[src/rtl/was_pkg.sv]
`default_nettype none
package was_pkg;

	localparam int TABLE_ENTRIES = 8;
	localparam int CFG_W = 12;
	localparam int TIME_W = 12;

	typedef enum logic {
		OP_TICK  = 1'b0,
		OP_WRITE = 1'b1
	} op_t;

	typedef enum logic [1:0] {
		CFG_NIGHT_WEEK_MASK = 2'd0,
		CFG_NIGHT_ENABLE    = 2'd1,
		CFG_NIGHT_START     = 2'd2,
		CFG_NIGHT_END       = 2'd3
	} cfg_idx_t;

	typedef struct packed {
		op_t        opcode;
		logic [2:0] weekday;
		logic [4:0] hour;
		logic [5:0] minute;
		logic [2:0] entry_index;
		logic [6:0] entry_week_mask;
		logic       entry_enable;
		logic [2:0] entry_action;
		logic [4:0] entry_hour;
		logic [7:0] entry_minute;
		logic       entry_one_shot;
	} cmd_t;

	typedef struct packed {
		logic       night_active;
		logic       any_enabled;
		logic       fired;
		logic [7:0] fired_mask;
		logic [2:0] relay_action;
	} result_t;

	typedef struct packed {
		logic       any_enabled;
		logic [7:0] fired_mask;
		logic [2:0] relay_action;
	} tbl_status_t;

	function automatic logic [TIME_W-1:0] to_minutes(input logic [4:0] h, input logic [7:0] m);
		logic [TIME_W-1:0] hw;
		hw = TIME_W'(h);
		return (hw << 6) - (hw << 2) + TIME_W'(m);
	endfunction

endpackage
`default_nettype wire

[src/rtl/was_night.sv]
`default_nettype none
module was_night (
	input  wire logic                      clk,
	input  wire logic                      arst_n,
	input  wire logic                      cfg_we,
	input  wire was_pkg::cfg_idx_t         cfg_index,
	input  wire logic [was_pkg::CFG_W-1:0] cfg_data,
	input  wire logic [was_pkg::TIME_W-1:0] cur,
	output logic                           active
);
	import was_pkg::*;

	logic [6:0]        week_mask_q;
	logic              enable_q;
	logic [TIME_W-1:0] start_q;
	logic [TIME_W-1:0] end_q;

	always_ff @(posedge clk or negedge arst_n) begin
		if (!arst_n) begin
			week_mask_q <= '0;
			enable_q    <= 1'b0;
			start_q     <= '0;
			end_q       <= '0;
		end else if (cfg_we) begin
			case (cfg_index)
				CFG_NIGHT_WEEK_MASK: week_mask_q <= cfg_data[6:0];
				CFG_NIGHT_ENABLE:    enable_q    <= cfg_data[0];
				CFG_NIGHT_START:     start_q     <= cfg_data[TIME_W-1:0];
				CFG_NIGHT_END:       end_q       <= cfg_data[TIME_W-1:0];
				default: ;
			endcase
		end
	end

	always_comb begin
		if (&week_mask_q)
			active = 1'b1;
		else if (!enable_q)
			active = 1'b0;
		else if (start_q < end_q)
			active = (cur >= start_q) && (cur < end_q);
		else
			active = (cur >= start_q) || (cur < end_q);
	end

endmodule
`default_nettype wire

[src/rtl/was_table.sv]
`default_nettype none
module was_table (
	input  wire logic                       clk,
	input  wire logic                       arst_n,
	input  wire logic                       valid,
	input  wire was_pkg::cmd_t              cmd,
	input  wire logic [was_pkg::TIME_W-1:0] cur,
	output was_pkg::tbl_status_t            status
);
	import was_pkg::*;

	localparam int N = TABLE_ENTRIES;

	logic [6:0] mask_q [N];
	logic [2:0] act_q  [N];
	logic [4:0] hr_q   [N];
	logic [7:0] min_q  [N];
	logic [N-1:0] en_q;
	logic [N-1:0] done_q;
	logic [N-1:0] os_q;

	logic [N-1:0] hit, eq, gt, fire, expire;
	logic [N-1:0] en_wr;
	logic         wr_ok;
	logic         any_now;

	assign any_now = |en_q;
	assign wr_ok   = (32'(cmd.entry_index) < N);

	always_comb begin
		for (int i = 0; i < N; i++) begin
			logic [TIME_W-1:0] et;
			et = to_minutes(hr_q[i], min_q[i]);
			hit[i]    = en_q[i] && (cmd.weekday != 3'd0) && mask_q[i][3'(cmd.weekday - 3'd1)];
			eq[i]     = (cur == et);
			gt[i]     = (cur > et);
			fire[i]   = hit[i] && eq[i] && !done_q[i];
			expire[i] = hit[i] && os_q[i] && (fire[i] || gt[i]);
			en_wr[i]  = (wr_ok && (32'(cmd.entry_index) == i)) ? cmd.entry_enable : en_q[i];
		end
	end

	always_comb begin
		status = '0;
		if (cmd.opcode == OP_WRITE) begin
			status.any_enabled = |en_wr;
		end else begin
			status.any_enabled = any_now;
			if (any_now) begin
				for (int i = 0; i < N; i++) begin
					if (fire[i]) begin
						status.fired_mask[i] = 1'b1;
						status.relay_action  = act_q[i];
					end
				end
			end
		end
	end

	always_ff @(posedge clk or negedge arst_n) begin
		if (!arst_n) begin
			for (int i = 0; i < N; i++) begin
				mask_q[i] <= '0;
				act_q[i]  <= '0;
				hr_q[i]   <= '0;
				min_q[i]  <= '0;
			end
			en_q   <= '0;
			done_q <= '0;
			os_q   <= '0;
		end else if (valid) begin
			if (cmd.opcode == OP_WRITE) begin
				if (wr_ok) begin
					for (int i = 0; i < N; i++) begin
						if (32'(cmd.entry_index) == i) begin
							mask_q[i] <= cmd.entry_week_mask;
							en_q[i]   <= cmd.entry_enable;
							act_q[i]  <= cmd.entry_action;
							hr_q[i]   <= cmd.entry_hour;
							min_q[i]  <= cmd.entry_minute;
							os_q[i]   <= cmd.entry_one_shot;
							done_q[i] <= 1'b0;
						end
					end
				end
			end else if (any_now) begin
				for (int i = 0; i < N; i++) begin
					if (hit[i])
						done_q[i] <= eq[i];
					if (expire[i]) begin
						os_q[i]   <= 1'b0;
						mask_q[i] <= '0;
						en_q[i]   <= 1'b0;
					end
				end
			end
		end
	end

endmodule
`default_nettype wire

[src/rtl/weekly_alarm_scheduler_top.sv]
// Channel   | Ports                              | Transfer
// ----------+------------------------------------+-------------------------------
// command   | start, busy, cmd                   | edge with start high, busy low
// result    | result_valid, result               | one cycle strobe, no hold-off
// config    | cfg_we, cfg_index, cfg_data        | edge with cfg_we high
//
// A command is registered at acceptance; its result is then registered from that stage.
// busy stays low: a command can be taken on every cycle, one result per command.
// The entry table updates as the result is registered, so back-to-back
// commands see each other in order.
// arst_n clears the table, done and one-shot latches and the night registers.
// The receiver cannot stall; results are not held.
`default_nettype none
module weekly_alarm_scheduler_top (
	input  wire logic                      clk,
	input  wire logic                      arst_n,
	input  wire logic                      start,
	output logic                           busy,
	input  wire was_pkg::cmd_t             cmd,
	output logic                           result_valid,
	output was_pkg::result_t               result,
	input  wire logic                      cfg_we,
	input  wire was_pkg::cfg_idx_t         cfg_index,
	input  wire logic [was_pkg::CFG_W-1:0] cfg_data
);
	import was_pkg::*;

	logic              valid_s1;
	cmd_t              cmd_s1;
	logic [TIME_W-1:0] cur;
	logic              night;
	tbl_status_t       status;

	assign busy = 1'b0;

	always_ff @(posedge clk or negedge arst_n) begin
		if (!arst_n)
			valid_s1 <= 1'b0;
		else
			valid_s1 <= start && !busy;
	end

	always_ff @(posedge clk) begin
		if (start && !busy)
			cmd_s1 <= cmd;
	end

	assign cur = to_minutes(cmd_s1.hour, {2'b00, cmd_s1.minute});

	was_night u_night (
		.clk       (clk),
		.arst_n    (arst_n),
		.cfg_we    (cfg_we),
		.cfg_index (cfg_index),
		.cfg_data  (cfg_data),
		.cur       (cur),
		.active    (night)
	);

	was_table u_table (
		.clk    (clk),
		.arst_n (arst_n),
		.valid  (valid_s1),
		.cmd    (cmd_s1),
		.cur    (cur),
		.status (status)
	);

	always_ff @(posedge clk or negedge arst_n) begin
		if (!arst_n)
			result_valid <= 1'b0;
		else
			result_valid <= valid_s1;
	end

	always_ff @(posedge clk) begin
		if (valid_s1) begin
			result.night_active <= (cmd_s1.opcode == OP_TICK) && night;
			result.any_enabled  <= status.any_enabled;
			result.fired        <= |status.fired_mask;
			result.fired_mask   <= status.fired_mask;
			result.relay_action <= status.relay_action;
		end
	end

	a_fired_mask: assert property (@(posedge clk) disable iff (!arst_n)
		result_valid |-> (result.fired == (|result.fired_mask)))
		else $error("fired flag disagrees with fired_mask");

	a_action_needs_fire: assert property (@(posedge clk) disable iff (!arst_n)
		(result_valid && (result.relay_action != 3'd0)) |-> result.fired)
		else $error("relay action without a fired entry");

	a_write_quiet: assert property (@(posedge clk) disable iff (!arst_n)
		(valid_s1 && (cmd_s1.opcode == OP_WRITE)) |=> (!result.fired && !result.night_active))
		else $error("table write produced fire or night flag");

	a_latency: assert property (@(posedge clk) disable iff (!arst_n)
		(start && !busy) |=> ##1 result_valid)
		else $error("accepted command lost its result");

endmodule
`default_nettype wire

[config.mk]
export PLATFORM = sky130hd
export DESIGN_NAME = weekly_alarm_scheduler_top
export DESIGN_NICKNAME = d
export VERILOG_FILES = /design/src/rtl/was_pkg.sv /design/src/rtl/was_night.sv /design/src/rtl/was_table.sv /design/src/rtl/weekly_alarm_scheduler_top.sv
export SDC_FILE = /design/constraint.sdc
export NUM_CORES = 1
export LEC_CHECK = 0
export BUFFER_PORTS_ARGS = -buffer_cell sky130_fd_sc_hd__buf_2
export CAP_MARGIN = 20
export CORE_ASPECT_RATIO = 1.4
export CORE_MARGIN = 1.5
export CORE_UTILIZATION = 50
export DETAILED_ROUTE_END_ITERATION = 8
export PLACE_DENSITY = 0.67
export SLEW_MARGIN = 20
export SYNTH_ARGS = -nofsm -noshare
export SYNTH_HDL_FRONTEND = slang
export SYNTH_SLANG_ARGS = --single-unit
[constraint.sdc]
create_clock -name clk -period 6.5 [get_ports clk]
set_input_delay 0.975 -clock clk [delete_from_list [all_inputs] [get_ports clk]]
set_output_delay 0.975 -clock clk [all_outputs]
set_load 0.05 [all_outputs]
==> impl_summary.txt <==
----------------------------------------------------
[CTS]
  Post-cts gate resize count ... 0
  Clock transition at the registers of the reported paths ... 0.06 ns
  Post-CTS setup-driven buffer insertion count ... 0
  Number of clock sinks ... about 300
  Insertion delay to the later sink of the worst-skew pair ... 0.54 ns
  CTS tree ... built
  Clock buffer count from CTS ... 34
  Level count of the clock H-tree ... 2
  Max Buffers Root-to-Sink ... 3
  Post-CTS Hold Fix Bufs ... 0
  Clock tree root driver cell ... sky130_fd_sc_hd__clkbuf_16

[Route]
  Routed length per placed instance ... approximately 20 um
  Detailed-route vias per instance ... a little under 6
  Residual DRC count ... 0
  Routed wire length ... 50,900 um
  Total via count after detailed routing ... 14,800
  Initial DRT Pass Iterations ... 5
  Violation count after the first detailed-routing iteration ... about 1,100
  Residual antenna-violating net count after detailed routing ... 0

[Worst setup path]
  Worst Setup Start Kind ... register
  Setup Crit Path Kind ... reg -> reg
  Worst-path maximum fanout ... 10
  Data arrival time of the critical path ... approximately 5.8 ns
  Crit end category ... register
  Required time of the worst setup path ... roughly 7 ns

[Synth]
  Number of synthesized flops with an enable pin ... between 50 and 60
  Dominant cell by count in the synthesized netlist ... sky130_fd_sc_hd__ha_1
  Number of instances in the synthesized netlist ... about 1,900
  Top FF cell, synth ... sky130_fd_sc_hd__dfrtp_1
  Cell types occupying the most area after synthesis ... sky130_fd_sc_hd__dfrtp_1, sky130_fd_sc_hd__ha_1, sky130_fd_sc_hd__edfxtp_1, sky130_fd_sc_hd__mux2_2, sky130_fd_sc_hd__nand2_1
  Dominant cell type by area after synthesis ... sky130_fd_sc_hd__dfrtp_1
  Synthesized Nets ... approximately 2,300
  Synth Cell Area ... 19,300 um^2
  Asr flop ratio synth ... roughly four fifths
  Portion of the post-synthesis area used by sequential elements ... 40.2%
  FF+latch count, synth ... roughly 300
  Synth Warn # ... 0
  Synth top cells by count ... sky130_fd_sc_hd__ha_1, sky130_fd_sc_hd__dfrtp_1, sky130_fd_sc_hd__nand2_1
  Synthesized area per cell ... just under 10 um^2
  Share of the synthesized area in the top cell type ... 31.3%
  Distinct cell type count of the synthesized netlist ... 75

[Place]
  Post-placement cell count ... approximately 2,500
  Final estimated routing congestion in global placement ... around 0.93
  Placed wire-length estimate ... roughly 37,000 um
  Quantity of I/O buffers inserted on ports ... 75

[STA]
  Count of pins over their slew limit ... 0
  Max Fclk ... 189 MHz
  Unrepaired setup endpoints after global routing ... no
  Total setup violations reported at the end of the flow ... 0
  Period utilization ... about four fifths
  Final critical delay including setup and external delays ... 5.29 ns
  Setup TNS after final layout ... 0 ns
  Max-slew headroom at the worst pin ... 26.4%
  Count of endpoints failing hold in the final timing report ... 0
  Transition time at the pin with the least slew margin ... approximately 1.1 ns
  Worst Skew ... approximately 0.025 ns

[Cells and area]
  Non-filler instance count after layout ... ~2,500
  Fraction of layout instances using a drive strength above 1 ... a little over an eighth
  Area growth from synthesis to final layout ... 10.1%
  Filler cell count in the final layout ... roughly 3,400
  Antenna Cells ... 0
  Number of nets in the layout ... roughly 2,300

[Pwr]
  Power Dens Cells ... roughly 480 nW/um^2
  Worst-case vdd ir drop ... 0.253 mV
  Pleak ... around 0.0098 uW

[Global route]
  Fraction of met1 tracks used by global routing ... 32.0%
  Global routing's busiest layer ... met2
  Total gr overflow ... 0
  Antenna violations before repair ... 0
  Global-route met2 utilization ... between 40% and 50%
  Vias in the first global route ... 15,100
  Met3 Track Usage GR ... 2.93%
  Wire length of the first global-routing pass ... 80,700 um
  Pin count of the biggest net entering global routing ... ~140
  Total track usage ... a little over a quarter

[Outcome]
  Result of the run ... complete, no violations

[Job]
  Maximum Capacitance Violations ... 0

[Min path]
  Worst Hold Class ... in -> async

[Floorplan]
  I/O pin cnt ... between 70 and 80
  Chip Width ... 169 um
  Row cnt ... between 80 and 90
  Die span in y ... between 200 and 250 um
  Starting density of the core ... 50.5%
  Core area ... 38,300 um^2
  Die outline area ... between 30,000 and 40,000 um^2

----------------------------------------------------
critical path: stages, from the launching register on:
cell and delay, ns:
sky130_fd_sc_hd__edfxtp_1 0.39, sky130_fd_sc_hd__ha_1 0.34, sky130_fd_sc_hd__o21a_1 0.21, sky130_fd_sc_hd__o21a_1 0.20, sky130_fd_sc_hd__o21a_1 0.20, sky130_fd_sc_hd__o21a_1 0.19, sky130_fd_sc_hd__or3_1 0.40, sky130_fd_sc_hd__nor3_1 0.29
sky130_fd_sc_hd__nand2b_1 0.62, sky130_fd_sc_hd__ha_1 0.35, sky130_fd_sc_hd__nand3_1 0.12, sky130_fd_sc_hd__nor3_1 0.12, sky130_fd_sc_hd__a221o_1 0.35, sky130_fd_sc_hd__a31oi_1 0.22, sky130_fd_sc_hd__a211oi_1 0.15, sky130_fd_sc_hd__o22ai_1 0.81
sky130_fd_sc_hd__a22o_1 0.26
cells by family after synthesis:
| kind of cell | Yosys count | synth area share [%] |
|---|---|---|
| AOI/OAI and AO/OA | 434 | 14.7 |
| xor gates and xnor gates | 68 | 3.12 |
| adders and majority gates | 263 | 17.3 |
| buffers and inverters | 226 | 4.68 |
| DFF | 299 | 40.2 |
| muxes | 105 | 6.54 |
| other | 1 | 0.0194 |
| and+or+nand+nor | 553 | 13.4 |
sequential cells by signal, indices dropped and copies added (netlist names):
register             flops
result                  14
u_table.hr_q            40
u_table.done_q           8
valid_s1                 1
u_table.act_q           24
u_night.end_q           12
result_valid             1
u_table.min_q           64
u_night.start_q         12
u_night.enable_q         1
u_night.week_mask_q      7
u_table.os_q             8
cmd_s1                  43
u_table.mask_q          56
u_table.en_q             8
final cells by class:
class / count / area, um^2 / area share, %
clock buffers: 46 / 948 / 4.45
clock inverters: 15 / 120 / 0.564
inverters: 163 / 612 / 2.87
multi-input cells: 1424 / 10700 / 50.2
flip-flops and latches: 299 / 7770 / 36.5
well taps: 478 / 598 / 2.81
repair buffers: 96 / 556 / 2.61
per-layer routing:
metal	part of all wire, %	wire length, um
met3	3.9	2000
met2	50	25400
met1	42	21400
met4	4.2	2120
met5	0	0
cell usage in the layout, fill, tap and decap left out, types with 38 or more instances in the layout:
master                     instances
sky130_fd_sc_hd__nor2_1           88
sky130_fd_sc_hd__o21ai_0         120
sky130_fd_sc_hd__o31ai_1          38
sky130_fd_sc_hd__inv_1           163
sky130_fd_sc_hd__nor3_1           50
sky130_fd_sc_hd__xnor2_1          46
sky130_fd_sc_hd__a21oi_1          87
sky130_fd_sc_hd__buf_2            74
sky130_fd_sc_hd__mux2_2           88
sky130_fd_sc_hd__edfxtp_1         57
sky130_fd_sc_hd__nand2_1         232
sky130_fd_sc_hd__ha_1            254
sky130_fd_sc_hd__dfrtp_1         242
path summary, 6_finish.rpt:
path,startpoint,endpoint,slack [ns],depth (start not counted)
hold reg to reg,u_table.act_q[16],u_table.act_q[16],0.49,2
hold / removal,arst_n,u_table.min_q[15],0.47,1
min in group clk,u_table.act_q[16],u_table.act_q[16],0.49,2
setup / recovery,cmd_s1[30],u_table.en_q[6],1.21,16
setup reg to reg,cmd_s1[30],u_table.en_q[6],1.21,16
max in group asynchronous,arst_n,u_table.mask_q[2],4.73,2
per-stage QoR:
step | cell area, um^2 | worst slack (ns) | utilization, % | power [uW] | hold slack, ns
floorplan | 19300 | 1.70 | - | 7010 | 0.446
global placement | 20200 | 1.46 | 52.8 | 8110 | 0.467
detailed placement | 20200 | 1.31 | 52.8 | 8350 | 0.471
CTS | 21300 | 1.28 | 55.6 | 10300 | 0.486
global route | 21300 | 1.06 | 55.6 | 11200 | 0.496
finish | 21300 | 1.21 | 55.6 | 10300 | 0.469
power breakdown:
part / leakage (uW) / switching (uW) / internal [uW]
Sequential: 0.00358 / 366 / 2380
Combinational: 0.00568 / 3070 / 2590
Clock: 0.000522 / 795 / 1070
Total: 0.00978 / 4230 / 6040
Note: power is estimated with default switching activity, not from simulation.
